--- src/hdl/bpqs_pkg.sv ---
// shared types, codes and constants for the bounded priority queue with rank select
`default_nettype none
package bpqs_pkg;

  localparam int CAPACITY_DEF   = 16;
  localparam int VALUE_BITS_DEF = 32;

  // fixed stream field widths
  localparam int ITEM_W     = 32;
  localparam int RANK_W     = 5;
  localparam int REQ_W      = 2;
  localparam int STATUS_W   = 2;
  localparam int OCC_W      = 5;
  localparam int IN_DATA_W  = 40;
  localparam int IN_USER_W  = 2;
  localparam int OUT_DATA_W = 72;
  localparam int OUT_USER_W = 3;

  typedef enum logic [REQ_W-1:0] {
    REQ_INSERT = 2'd0,
    REQ_REMOVE = 2'd1,
    REQ_RANK   = 2'd2
  } req_t;

  typedef enum logic [STATUS_W-1:0] {
    ST_OK    = 2'd0,
    ST_EMPTY = 2'd1,
    ST_FULL  = 2'd2,
    ST_RANK  = 2'd3
  } status_t;

  // one datapath action per cycle
  typedef enum logic [3:0] {
    OP_NONE,
    OP_LATCH,
    OP_FLAG,
    OP_INS_START,
    OP_INS_SHIFT,
    OP_INS_PUT,
    OP_REM_READ,
    OP_REM_CAPTURE,
    OP_REM_SHIFT,
    OP_REM_END,
    OP_RANK_READ,
    OP_RANK_CAPTURE,
    OP_TOP_READ,
    OP_TOP_CAPTURE,
    OP_OUT_LOAD
  } op_t;

  typedef struct packed {
    op_t     op;
    status_t code;
  } cmd_t;

  typedef struct packed {
    req_t req;
    logic full;
    logic empty;
    logic multi;
    logic desc;
    logic rank_ok;
    logic rdata_gt;
    logic idx_is_one;
    logic shift_more;
    logic out_free;
  } stat_t;

endpackage
`default_nettype wire

--- src/hdl/bounded_priority_queue_select.sv ---
// top level of the bounded priority queue with k-th best select
//
//  channel   dir  handshake                tdata / tuser / data
//  s_axis    in   s_axis_tvalid/tready     request: item, rank / request kind
//  m_axis    out  m_axis_tvalid/tready     result: value, occupancy, top / status, top flag
//  cfg       in   cfg_valid/cfg_ready      order_descending bit
//
// one request at a time; the store is a ram kept in ascending order
// rank read: one ram read of the ranked slot; full, empty, bad rank, unused code: no ram access before the top read
// insert: every stored entry larger than the new value is moved up by the insertion shift
// remove in ascending order: the remaining entries shift down one per cycle,
// in descending order nothing shifts; the ram's single write port sets the shift rate
// reset clears occupancy and the order bit; a stalled result holds the engine in its last
// state, and the input is taken again only once the result register is loaded
`default_nettype none
module bounded_priority_queue_select #(
  parameter int CAPACITY   = bpqs_pkg::CAPACITY_DEF,
  parameter int VALUE_BITS = bpqs_pkg::VALUE_BITS_DEF
) (
  input  wire logic                             clk,
  input  wire logic                             rst,
  // request channel
  input  wire logic                             s_axis_tvalid,
  output logic                                  s_axis_tready,
  input  wire logic [bpqs_pkg::IN_DATA_W-1:0]   s_axis_tdata,  // item_value, rank_index, zero pad
  input  wire logic [bpqs_pkg::IN_USER_W-1:0]   s_axis_tuser,  // req_type
  // result channel
  output logic                                  m_axis_tvalid,
  input  wire logic                             m_axis_tready,
  output logic      [bpqs_pkg::OUT_DATA_W-1:0]  m_axis_tdata,  // result_value, occupancy, top_value, zero pad
  output logic      [bpqs_pkg::OUT_USER_W-1:0]  m_axis_tuser,  // status, top_valid
  // configuration write
  input  wire logic                             cfg_valid,
  output logic                                  cfg_ready,
  input  wire logic                             cfg_data       // order_descending
);

  bpqs_pkg::cmd_t  cmd;
  bpqs_pkg::stat_t stat;

  // register write always taken; the user must write only while idle, the block does not enforce it
  assign cfg_ready = 1'b1;

  // sequencer issues one datapath command per cycle
  bpqs_ctrl u_ctrl (
    .clk      (clk),
    .rst      (rst),
    .in_valid (s_axis_tvalid),
    .in_ready (s_axis_tready),
    .stat     (stat),
    .cmd      (cmd)
  );

  // store, count, order bit and result register
  bpqs_dp #(
    .CAPACITY   (CAPACITY),
    .VALUE_BITS (VALUE_BITS)
  ) u_dp (
    .clk       (clk),
    .rst       (rst),
    .cfg_valid (cfg_valid),
    .cfg_data  (cfg_data),
    .in_data   (s_axis_tdata),
    .in_user   (s_axis_tuser),
    .cmd       (cmd),
    .stat      (stat),
    .out_valid (m_axis_tvalid),
    .out_ready (m_axis_tready),
    .out_data  (m_axis_tdata),
    .out_user  (m_axis_tuser)
  );

endmodule
`default_nettype wire

--- src/hdl/bpqs_ram.sv ---
// generic simple dual-port ram with registered read
`default_nettype none
module bpqs_ram #(
  parameter int WIDTH = 32,
  parameter int DEPTH = 16
) (
  input  wire logic                     clk,
  input  wire logic                     we,
  input  wire logic [$clog2(DEPTH)-1:0] waddr,
  input  wire logic [WIDTH-1:0]         wdata,
  input  wire logic                     re,
  input  wire logic [$clog2(DEPTH)-1:0] raddr,
  output logic      [WIDTH-1:0]         rdata
);

  logic [WIDTH-1:0] mem [DEPTH];

  always_ff @(posedge clk) begin
    if (we) begin
      mem[waddr] <= wdata;
    end
    if (re) begin
      rdata <= mem[raddr];
    end
  end

endmodule
`default_nettype wire

--- src/hdl/bpqs_ctrl.sv ---
// sequencer that steps the datapath through insert, remove and rank requests
`default_nettype none
module bpqs_ctrl (
  input  wire logic          clk,
  input  wire logic          rst,
  input  wire logic          in_valid,
  output logic               in_ready,
  input  wire bpqs_pkg::stat_t stat,
  output bpqs_pkg::cmd_t     cmd
);

  typedef enum logic [3:0] {
    S_IDLE,
    S_DECODE,
    S_INS_CMP,
    S_INS_PUT,
    S_REM_CAP,
    S_REM_SH,
    S_REM_END,
    S_RNK_CAP,
    S_FIN,
    S_TOP,
    S_DONE
  } state_t;

  state_t state, state_next;

  assign in_ready = (state == S_IDLE);

  always_comb begin
    state_next = state;
    cmd.op     = bpqs_pkg::OP_NONE;
    cmd.code   = bpqs_pkg::ST_OK;
    unique case (state)
      S_IDLE: begin
        if (in_valid) begin
          cmd.op     = bpqs_pkg::OP_LATCH;
          state_next = S_DECODE;
        end
      end
      S_DECODE: begin
        unique case (stat.req)
          bpqs_pkg::REQ_INSERT: begin
            if (stat.full) begin
              cmd.op     = bpqs_pkg::OP_FLAG;
              cmd.code   = bpqs_pkg::ST_FULL;
              state_next = S_FIN;
            end else begin
              cmd.op     = bpqs_pkg::OP_INS_START;
              state_next = stat.empty ? S_INS_PUT : S_INS_CMP;
            end
          end
          bpqs_pkg::REQ_REMOVE: begin
            if (stat.empty) begin
              cmd.op     = bpqs_pkg::OP_FLAG;
              cmd.code   = bpqs_pkg::ST_EMPTY;
              state_next = S_FIN;
            end else begin
              cmd.op     = bpqs_pkg::OP_REM_READ;
              state_next = S_REM_CAP;
            end
          end
          bpqs_pkg::REQ_RANK: begin
            if (!stat.rank_ok) begin
              cmd.op     = bpqs_pkg::OP_FLAG;
              cmd.code   = bpqs_pkg::ST_RANK;
              state_next = S_FIN;
            end else begin
              cmd.op     = bpqs_pkg::OP_RANK_READ;
              state_next = S_RNK_CAP;
            end
          end
          default: begin
            state_next = S_FIN;
          end
        endcase
      end
      S_INS_CMP: begin
        if (stat.rdata_gt) begin
          cmd.op     = bpqs_pkg::OP_INS_SHIFT;
          state_next = stat.idx_is_one ? S_INS_PUT : S_INS_CMP;
        end else begin
          cmd.op     = bpqs_pkg::OP_INS_PUT;
          state_next = S_FIN;
        end
      end
      S_INS_PUT: begin
        cmd.op     = bpqs_pkg::OP_INS_PUT;
        state_next = S_FIN;
      end
      S_REM_CAP: begin
        cmd.op     = bpqs_pkg::OP_REM_CAPTURE;
        state_next = (!stat.desc && stat.multi) ? S_REM_SH : S_REM_END;
      end
      S_REM_SH: begin
        cmd.op     = bpqs_pkg::OP_REM_SHIFT;
        state_next = stat.shift_more ? S_REM_SH : S_REM_END;
      end
      S_REM_END: begin
        cmd.op     = bpqs_pkg::OP_REM_END;
        state_next = S_FIN;
      end
      S_RNK_CAP: begin
        cmd.op     = bpqs_pkg::OP_RANK_CAPTURE;
        state_next = S_FIN;
      end
      S_FIN: begin
        cmd.op     = bpqs_pkg::OP_TOP_READ;
        state_next = S_TOP;
      end
      S_TOP: begin
        cmd.op     = bpqs_pkg::OP_TOP_CAPTURE;
        state_next = S_DONE;
      end
      S_DONE: begin
        if (stat.out_free) begin
          cmd.op     = bpqs_pkg::OP_OUT_LOAD;
          state_next = S_IDLE;
        end
      end
      default: begin
        state_next = S_IDLE;
      end
    endcase
  end

  always_ff @(posedge clk) begin
    if (rst) begin
      state <= S_IDLE;
    end else begin
      state <= state_next;
    end
  end

endmodule
`default_nettype wire

--- src/hdl/bpqs_dp.sv ---
// datapath: sorted value store, count, request registers and output register
`default_nettype none
module bpqs_dp #(
  parameter int CAPACITY   = bpqs_pkg::CAPACITY_DEF,
  parameter int VALUE_BITS = bpqs_pkg::VALUE_BITS_DEF
) (
  input  wire logic                              clk,
  input  wire logic                              rst,
  input  wire logic                              cfg_valid,
  input  wire logic                              cfg_data,
  input  wire logic [bpqs_pkg::IN_DATA_W-1:0]    in_data,
  input  wire logic [bpqs_pkg::IN_USER_W-1:0]    in_user,
  input  wire bpqs_pkg::cmd_t                    cmd,
  output bpqs_pkg::stat_t                        stat,
  output logic                                   out_valid,
  input  wire logic                              out_ready,
  output logic      [bpqs_pkg::OUT_DATA_W-1:0]   out_data,
  output logic      [bpqs_pkg::OUT_USER_W-1:0]   out_user
);

  localparam int IW = $clog2(CAPACITY);
  localparam int CW = $clog2(CAPACITY + 1);
  localparam int KW = (CW > bpqs_pkg::RANK_W) ? CW : bpqs_pkg::RANK_W;

  logic                                order_desc;
  logic [CW-1:0]                       count;
  logic [IW-1:0]                       idx;
  bpqs_pkg::req_t                      req_r;
  logic signed [VALUE_BITS-1:0]        val_r;
  logic [bpqs_pkg::RANK_W-1:0]         rank_r;
  logic signed [VALUE_BITS-1:0]        result_r;
  bpqs_pkg::status_t                   code_r;
  logic signed [VALUE_BITS-1:0]        top_r;

  logic                                ram_we;
  logic [IW-1:0]                       ram_waddr;
  logic [VALUE_BITS-1:0]               ram_wdata;
  logic                                ram_re;
  logic [IW-1:0]                       ram_raddr;
  logic [VALUE_BITS-1:0]               ram_rdata;
  logic signed [VALUE_BITS-1:0]        rd;

  logic signed [bpqs_pkg::ITEM_W-1:0]  in_item;
  logic [CW-1:0]                       count_m1;
  logic [IW-1:0]                       top_addr;
  logic [KW-1:0]                       rank_k;
  logic [KW-1:0]                       count_k;
  logic [KW-1:0]                       rank_pos;
  logic                                top_ok;
  logic signed [bpqs_pkg::ITEM_W-1:0]  top_out;

  assign rd       = ram_rdata;
  assign in_item  = in_data[bpqs_pkg::ITEM_W-1:0];
  assign count_m1 = count - CW'(1);
  assign top_addr = order_desc ? count_m1[IW-1:0] : IW'(0);
  assign rank_k   = KW'(rank_r);
  assign count_k  = KW'(count);
  assign rank_pos = order_desc ? (count_k - rank_k) : (rank_k - KW'(1));
  assign top_ok   = (count != CW'(0));
  assign top_out  = top_ok ? bpqs_pkg::ITEM_W'(top_r) : '0;

  assign stat.req        = req_r;
  assign stat.full       = (count >= CW'(CAPACITY));
  assign stat.empty      = (count == CW'(0));
  assign stat.multi      = (count > CW'(1));
  assign stat.desc       = order_desc;
  assign stat.rank_ok    = (rank_k != KW'(0)) && (rank_k <= count_k);
  assign stat.rdata_gt   = (rd > val_r);
  assign stat.idx_is_one = (idx == IW'(1));
  assign stat.shift_more = ((CW + 1)'(idx) + (CW + 1)'(2)) < (CW + 1)'(count);
  assign stat.out_free   = !out_valid || out_ready;

  // ram port steering per command
  always_comb begin
    ram_we    = 1'b0;
    ram_waddr = idx;
    ram_wdata = rd;
    ram_re    = 1'b0;
    ram_raddr = top_addr;
    unique case (cmd.op)
      bpqs_pkg::OP_INS_START: begin
        ram_re    = 1'b1;
        ram_raddr = count_m1[IW-1:0];
      end
      bpqs_pkg::OP_INS_SHIFT: begin
        ram_we    = 1'b1;
        ram_re    = 1'b1;
        ram_raddr = idx - IW'(2);
      end
      bpqs_pkg::OP_INS_PUT: begin
        ram_we    = 1'b1;
        ram_wdata = val_r;
      end
      bpqs_pkg::OP_REM_READ, bpqs_pkg::OP_TOP_READ: begin
        ram_re = 1'b1;
      end
      bpqs_pkg::OP_REM_CAPTURE: begin
        ram_re    = 1'b1;
        ram_raddr = IW'(1);
      end
      bpqs_pkg::OP_REM_SHIFT: begin
        ram_we    = 1'b1;
        ram_re    = 1'b1;
        ram_raddr = idx + IW'(2);
      end
      bpqs_pkg::OP_RANK_READ: begin
        ram_re    = 1'b1;
        ram_raddr = rank_pos[IW-1:0];
      end
      bpqs_pkg::OP_NONE, bpqs_pkg::OP_LATCH, bpqs_pkg::OP_FLAG, bpqs_pkg::OP_REM_END,
      bpqs_pkg::OP_RANK_CAPTURE, bpqs_pkg::OP_TOP_CAPTURE, bpqs_pkg::OP_OUT_LOAD: begin
      end
      default: begin
      end
    endcase
  end

  bpqs_ram #(
    .WIDTH (VALUE_BITS),
    .DEPTH (CAPACITY)
  ) u_store (
    .clk   (clk),
    .we    (ram_we),
    .waddr (ram_waddr),
    .wdata (ram_wdata),
    .re    (ram_re),
    .raddr (ram_raddr),
    .rdata (ram_rdata)
  );

  // control state
  always_ff @(posedge clk) begin
    if (rst) begin
      order_desc <= 1'b0;
      count      <= '0;
      out_valid  <= 1'b0;
    end else begin
      if (cfg_valid) begin
        order_desc <= cfg_data;
      end
      if (cmd.op == bpqs_pkg::OP_INS_PUT) begin
        count <= count + CW'(1);
      end else if (cmd.op == bpqs_pkg::OP_REM_END) begin
        count <= count_m1;
      end
      if (cmd.op == bpqs_pkg::OP_OUT_LOAD) begin
        out_valid <= 1'b1;
      end else if (out_ready) begin
        out_valid <= 1'b0;
      end
    end
  end

  // payload registers
  always_ff @(posedge clk) begin
    unique case (cmd.op)
      bpqs_pkg::OP_LATCH: begin
        req_r    <= bpqs_pkg::req_t'(in_user[bpqs_pkg::REQ_W-1:0]);
        val_r    <= VALUE_BITS'(in_item);
        rank_r   <= in_data[bpqs_pkg::ITEM_W +: bpqs_pkg::RANK_W];
        result_r <= '0;
        code_r   <= bpqs_pkg::ST_OK;
      end
      bpqs_pkg::OP_FLAG: begin
        code_r <= cmd.code;
      end
      bpqs_pkg::OP_INS_START: begin
        idx <= count[IW-1:0];
      end
      bpqs_pkg::OP_INS_SHIFT: begin
        idx <= idx - IW'(1);
      end
      bpqs_pkg::OP_REM_CAPTURE: begin
        result_r <= rd;
        idx      <= '0;
      end
      bpqs_pkg::OP_REM_SHIFT: begin
        idx <= idx + IW'(1);
      end
      bpqs_pkg::OP_RANK_CAPTURE: begin
        result_r <= rd;
      end
      bpqs_pkg::OP_TOP_CAPTURE: begin
        top_r <= rd;
      end
      bpqs_pkg::OP_OUT_LOAD: begin
        // zero pad above the three packed fields
        out_data <= bpqs_pkg::OUT_DATA_W'({top_out, bpqs_pkg::OCC_W'(count),
                                           bpqs_pkg::ITEM_W'(result_r)});
        out_user <= {top_ok, code_r};
      end
      bpqs_pkg::OP_NONE, bpqs_pkg::OP_INS_PUT, bpqs_pkg::OP_REM_READ,
      bpqs_pkg::OP_REM_END, bpqs_pkg::OP_RANK_READ, bpqs_pkg::OP_TOP_READ: begin
      end
      default: begin
      end
    endcase
  end

endmodule
`default_nettype wire

--- config.mk ---
export PLATFORM = sky130hd
export DESIGN_NAME = bounded_priority_queue_select
export DESIGN_NICKNAME = d
export VERILOG_FILES = /design/src/hdl/bpqs_pkg.sv /design/src/hdl/bounded_priority_queue_select.sv /design/src/hdl/bpqs_ram.sv /design/src/hdl/bpqs_ctrl.sv /design/src/hdl/bpqs_dp.sv
export SDC_FILE = /design/constraint.sdc
export NUM_CORES = 1
export LEC_CHECK = 0
export BUFFER_PORTS_ARGS = -buffer_cell sky130_fd_sc_hd__buf_2
export CELL_PAD_IN_SITES_DETAIL_PLACEMENT = 1
export CELL_PAD_IN_SITES_GLOBAL_PLACEMENT = 1
export CORE_MARGIN = 1
export CORE_UTILIZATION = 56
export CTS_BUF_LIST = sky130_fd_sc_hd__clkbuf_8
export DETAILED_ROUTE_END_ITERATION = 8
export HOLD_SLACK_MARGIN = 0.1
export PLACE_DENSITY = 0.87
export SETUP_SLACK_MARGIN = 0.4
export SYNTH_ARGS = -nofsm -noshare
export SYNTH_HDL_FRONTEND = slang
export SYNTH_HIERARCHICAL = 1
export SYNTH_SLANG_ARGS = --single-unit
--- constraint.sdc ---
create_clock -name clk -period 7.5 [get_ports clk]
set_clock_uncertainty 0.1 [all_clocks]
set_input_delay 0.375 -clock clk [delete_from_list [all_inputs] [get_ports clk]]
set_output_delay 0.375 -clock clk [all_outputs]
set_load 0.01 [all_outputs]
==> results by group <==
Outcome
  • Run status: finished, final reports clean

Drt
  • Vias: around 18000
  • Routed WL per cell: around 36 microns
  • Final antenna-violating net count: 0
  • TritonRoute pass-1 iters: 6
  • Vias/cell: between 6 and 7
  • Iteration-0 DRC Markers: about 2500
  • DRC violations left: 0
  • Routed wire length: between 90000 and 100000 microns

Critical path
  • Worst EP arrival: between 7 and 8 ns
  • CP max FO: 53
  • Critical path class: reg2reg
  • FF-to-FF path depth: 19
  • Crit path required time: just under 8 ns
  • CP startpoint kind: register
  • Critical Path End Type: register

Timing
  • Final period util: between 90% and 100%
  • Setup TNS: 0 ns
  • Least-Margin Pin Slew: around 1.2 ns
  • Worst rel slew slack: between 20% and 30%
  • RSZ-0062 raised after global routing: no
  • Final hold viol count: 0
  • Tmin final: 6.88 ns
  • FMAX: between 0.1 and 0.15 GHz
  • # setup viols final: 0
  • Slew Limit Fails: 0

Placed design
  • Placer Congestion: 0.851
  • DPL Wire Length: about 45000 microns
  • Placed inst area: between 30000 and 40000 sq um
  • I/O Buffers: roughly 120

Hold path
  • Hold depth: 2
  • HP Class: in2reg

GRT
  • Antenna violations before repair: 3
  • Global Route Usage Sum: 35.7%
  • Largest net degree at the start of global routing: 76
  • First-pass GRT wire length: approximately 130000 microns
  • GRT overflow: 0
  • Vias in the first global route: about 19000

Yosys
  • YS warnings: 6
  • Post-synth EDFFs: about 730
  • Most used DFF post-synth: edfxtp_1
  • Synth Instances: between 1500 and 2000
  • Sequential fraction of the synthesis area: 75.4%
  • Synthesized cell area: slightly below 30000 sq um
  • Async S/R FF share, synth: 0%
  • FF+latch count, synth: around 740
  • Syn_area_per_cell: about 19 sq um
  • Synth cell types: 67

Clock network
  • H-tree Lvls: 3
  • Setup Fix Bufs, Post-CTS: 0
  • Num CTS Buffers: roughly 110
  • Clk sinks: 736
  • Worst-Skew Late Latency: around 0.76 ns
  • Root buf cell: clkbuf_8
  • TritonCTS clock tree: yes
  • Worst-path clk slew: 0.07 ns
  • CTS max path bufs: 3

Die
  • IO Count: between 100 and 150
  • Core Rows: a little over 80
  • Core ar.: around 51000 sq um
  • Starting density of the core: between 50% and 60%
  • Die Y: 230 microns
  • Die ar.: 53000 sq um
  • Die width: about 230 microns

Flow run
  • Max_cap viols: 0

Final layout
  • Fill count: 4345
  • Nets: roughly 1900
  • Area of the multi-input gates: 6780 sq um
  • Finished Cell Area: 33600 sq um
  • Layout cells sized above 1: 26.5%
  • Area growth syn-to-layout: 15.3%
  • Register area: roughly 22000 sq um
critical path: stages, from the launching register on:
cell,delay (ns)
dfxtp_1,0.69
inv_1,0.28
ha_1,0.43
o21a_1,0.14
o21a_1,0.17
o21ai_0,0.22
nand2b_1,0.09
a32oi_1,0.45
nand2_1,0.14
o31ai_1,0.29
o21a_1,0.49
nand2b_1,0.54
o22ai_1,0.13
nor2_1,0.13
o21ai_0,0.26
o221ai_4,0.31
buf_4,0.68
mux4_2,0.47
a22oi_1,0.33
nand2_1,0.13
cells in the mapped netlist (5+ instances only):
cell      number  area, sq um
nand2_1      102          383
mux4_2       128         2880
a22oi_1       65          488
a21oi_1       29          145
clkbuf_1      36          135
and2_1        32          200
and3_1         5         31.3
buf_2         16         80.1
nor3_1        15         75.1
edfxtp_1     725        21800
o21ai_0       54          270
ha_1          55          688
buf_4         15          113
nor2b_1       43          269
dfxtp_1       11          220
inv_1         50          188
nand4_1       10         62.6
nand3_1        9         45.0
nand2b_1      10         62.6
a31oi_1        6         37.5
o21a_1         9         67.6
buf_1         10         37.5
xnor2_1       11         96.3
nor2_1        41          154
layer usage:
metal,routed length [microns],global-route usage (%),vias to the layer above
li1,-,-,6770
met1,31200,44.1,9054
met2,45700,59.1,1608
met3,10300,7.96,431
met4,5470,18.9,0
met5,0,0,-
repair_timing:
action                                 in CTS  in global routing
endpoints found under the hold margin      50                  0
gates cloned                                0                  0
setup endpoints to repair                  28                 38
hold buffers                               45                  0
resized for setup                           1                  4
flip-flops by register name, summed over array words and instances (netlist names), 5 cells and up:
signal / count
u_dp/u_store/mem: 512
u_dp/top_r: 32
u_dp/result_r: 32
u_dp/count: 5
u_dp/val_r: 32
u_dp/rank_k: 5
u_dp/u_store/rdata: 32
u_dp/out_data: 69
kinds of logic after synthesis:
family,share of synthesized area (%)
flip-flops,75.4
AND/OR/NAND/NOR,5.12
AO/OA/AOI/OAI,4.55
buffers and inverters,2.05
multiplexers,9.98
adder cells (fa/ha/maj),2.50
XOR/XNOR,0.390
other,0.0257
per-stage QoR:
step | hold slack [ns] | setup WS, ns | utilization [%] | instances
2_1_floorplan | 0.300 | 1.23 | - | 1569
3_3_place_gp | 0.306 | 1.07 | 60.4 | 2354
3_5_place_dp | 0.308 | 0.631 | 60.4 | 2354
4_1_cts | 0.194 | 0.485 | 65.4 | 2606
5_1_grt | 0.243 | 0.485 | 65.4 | 2607
6_report | 0.252 | 0.617 | 65.4 | 2607
placed cells by master, fill, tap and decap left out, types with 4 or more instances in the layout:
cell,Yosys,final
nand3b_1,4,4
nand3_1,9,9
a31oi_1,6,5
clkinv_1,0,29
dfxtp_1,11,10
clkinv_2,0,27
nand2b_1,10,10
inv_1,50,74
nor2b_1,43,41
edfxtp_1,725,725
and2_1,32,33
and3_1,5,5
nand2_1,102,101
nor2_1,41,28
bufinv_16,0,4
dlygate4sd3_1,0,45
clkbuf_8,0,116
o31ai_1,4,4
a21o_1,4,4
mux4_2,128,128
conb_1,2,4
buf_2,16,118
nor2_4,1,13
nand4_1,10,10
ha_1,55,55
nor3_1,15,10
a22oi_1,65,65
nor3_2,1,6
o21a_1,9,9
buf_4,15,58
clkinvlp_4,0,4
buf_12,0,11
xnor2_1,11,11
a21oi_1,29,28
o21ai_0,54,51
worst paths after layout:
check                                       start                               to  slack [ns]
hold / removal                   s_axis_tdata[11]         u_dp/val_r[11]$_DFFE_PP_        0.25
setup / recovery       u_dp/count[2]$_SDFFE_PP0P_  u_dp/u_store/rdata[9]$_DFFE_PP_        0.62
hold reg to reg   u_dp/result_r[26]$_SDFFCE_PN0P_      u_dp/out_data[26]$_DFFE_PP_        0.33
setup reg to reg       u_dp/count[2]$_SDFFE_PP0P_  u_dp/u_store/rdata[9]$_DFFE_PP_        0.62
layout make-up:
class                      instances  area share (%)
multi-input combinational        701            20.2
clock buffer                     116            4.75
tap                              680            2.53
inverter                          50           0.558
timing repair buffer             232            5.05
clock inverter                    91            1.53
antenna                            1         0.00744
sequential                       736            65.4
Power is not shown: default switching activity piles up to over one toggle a cycle in this logic, so the estimate is an artifact.
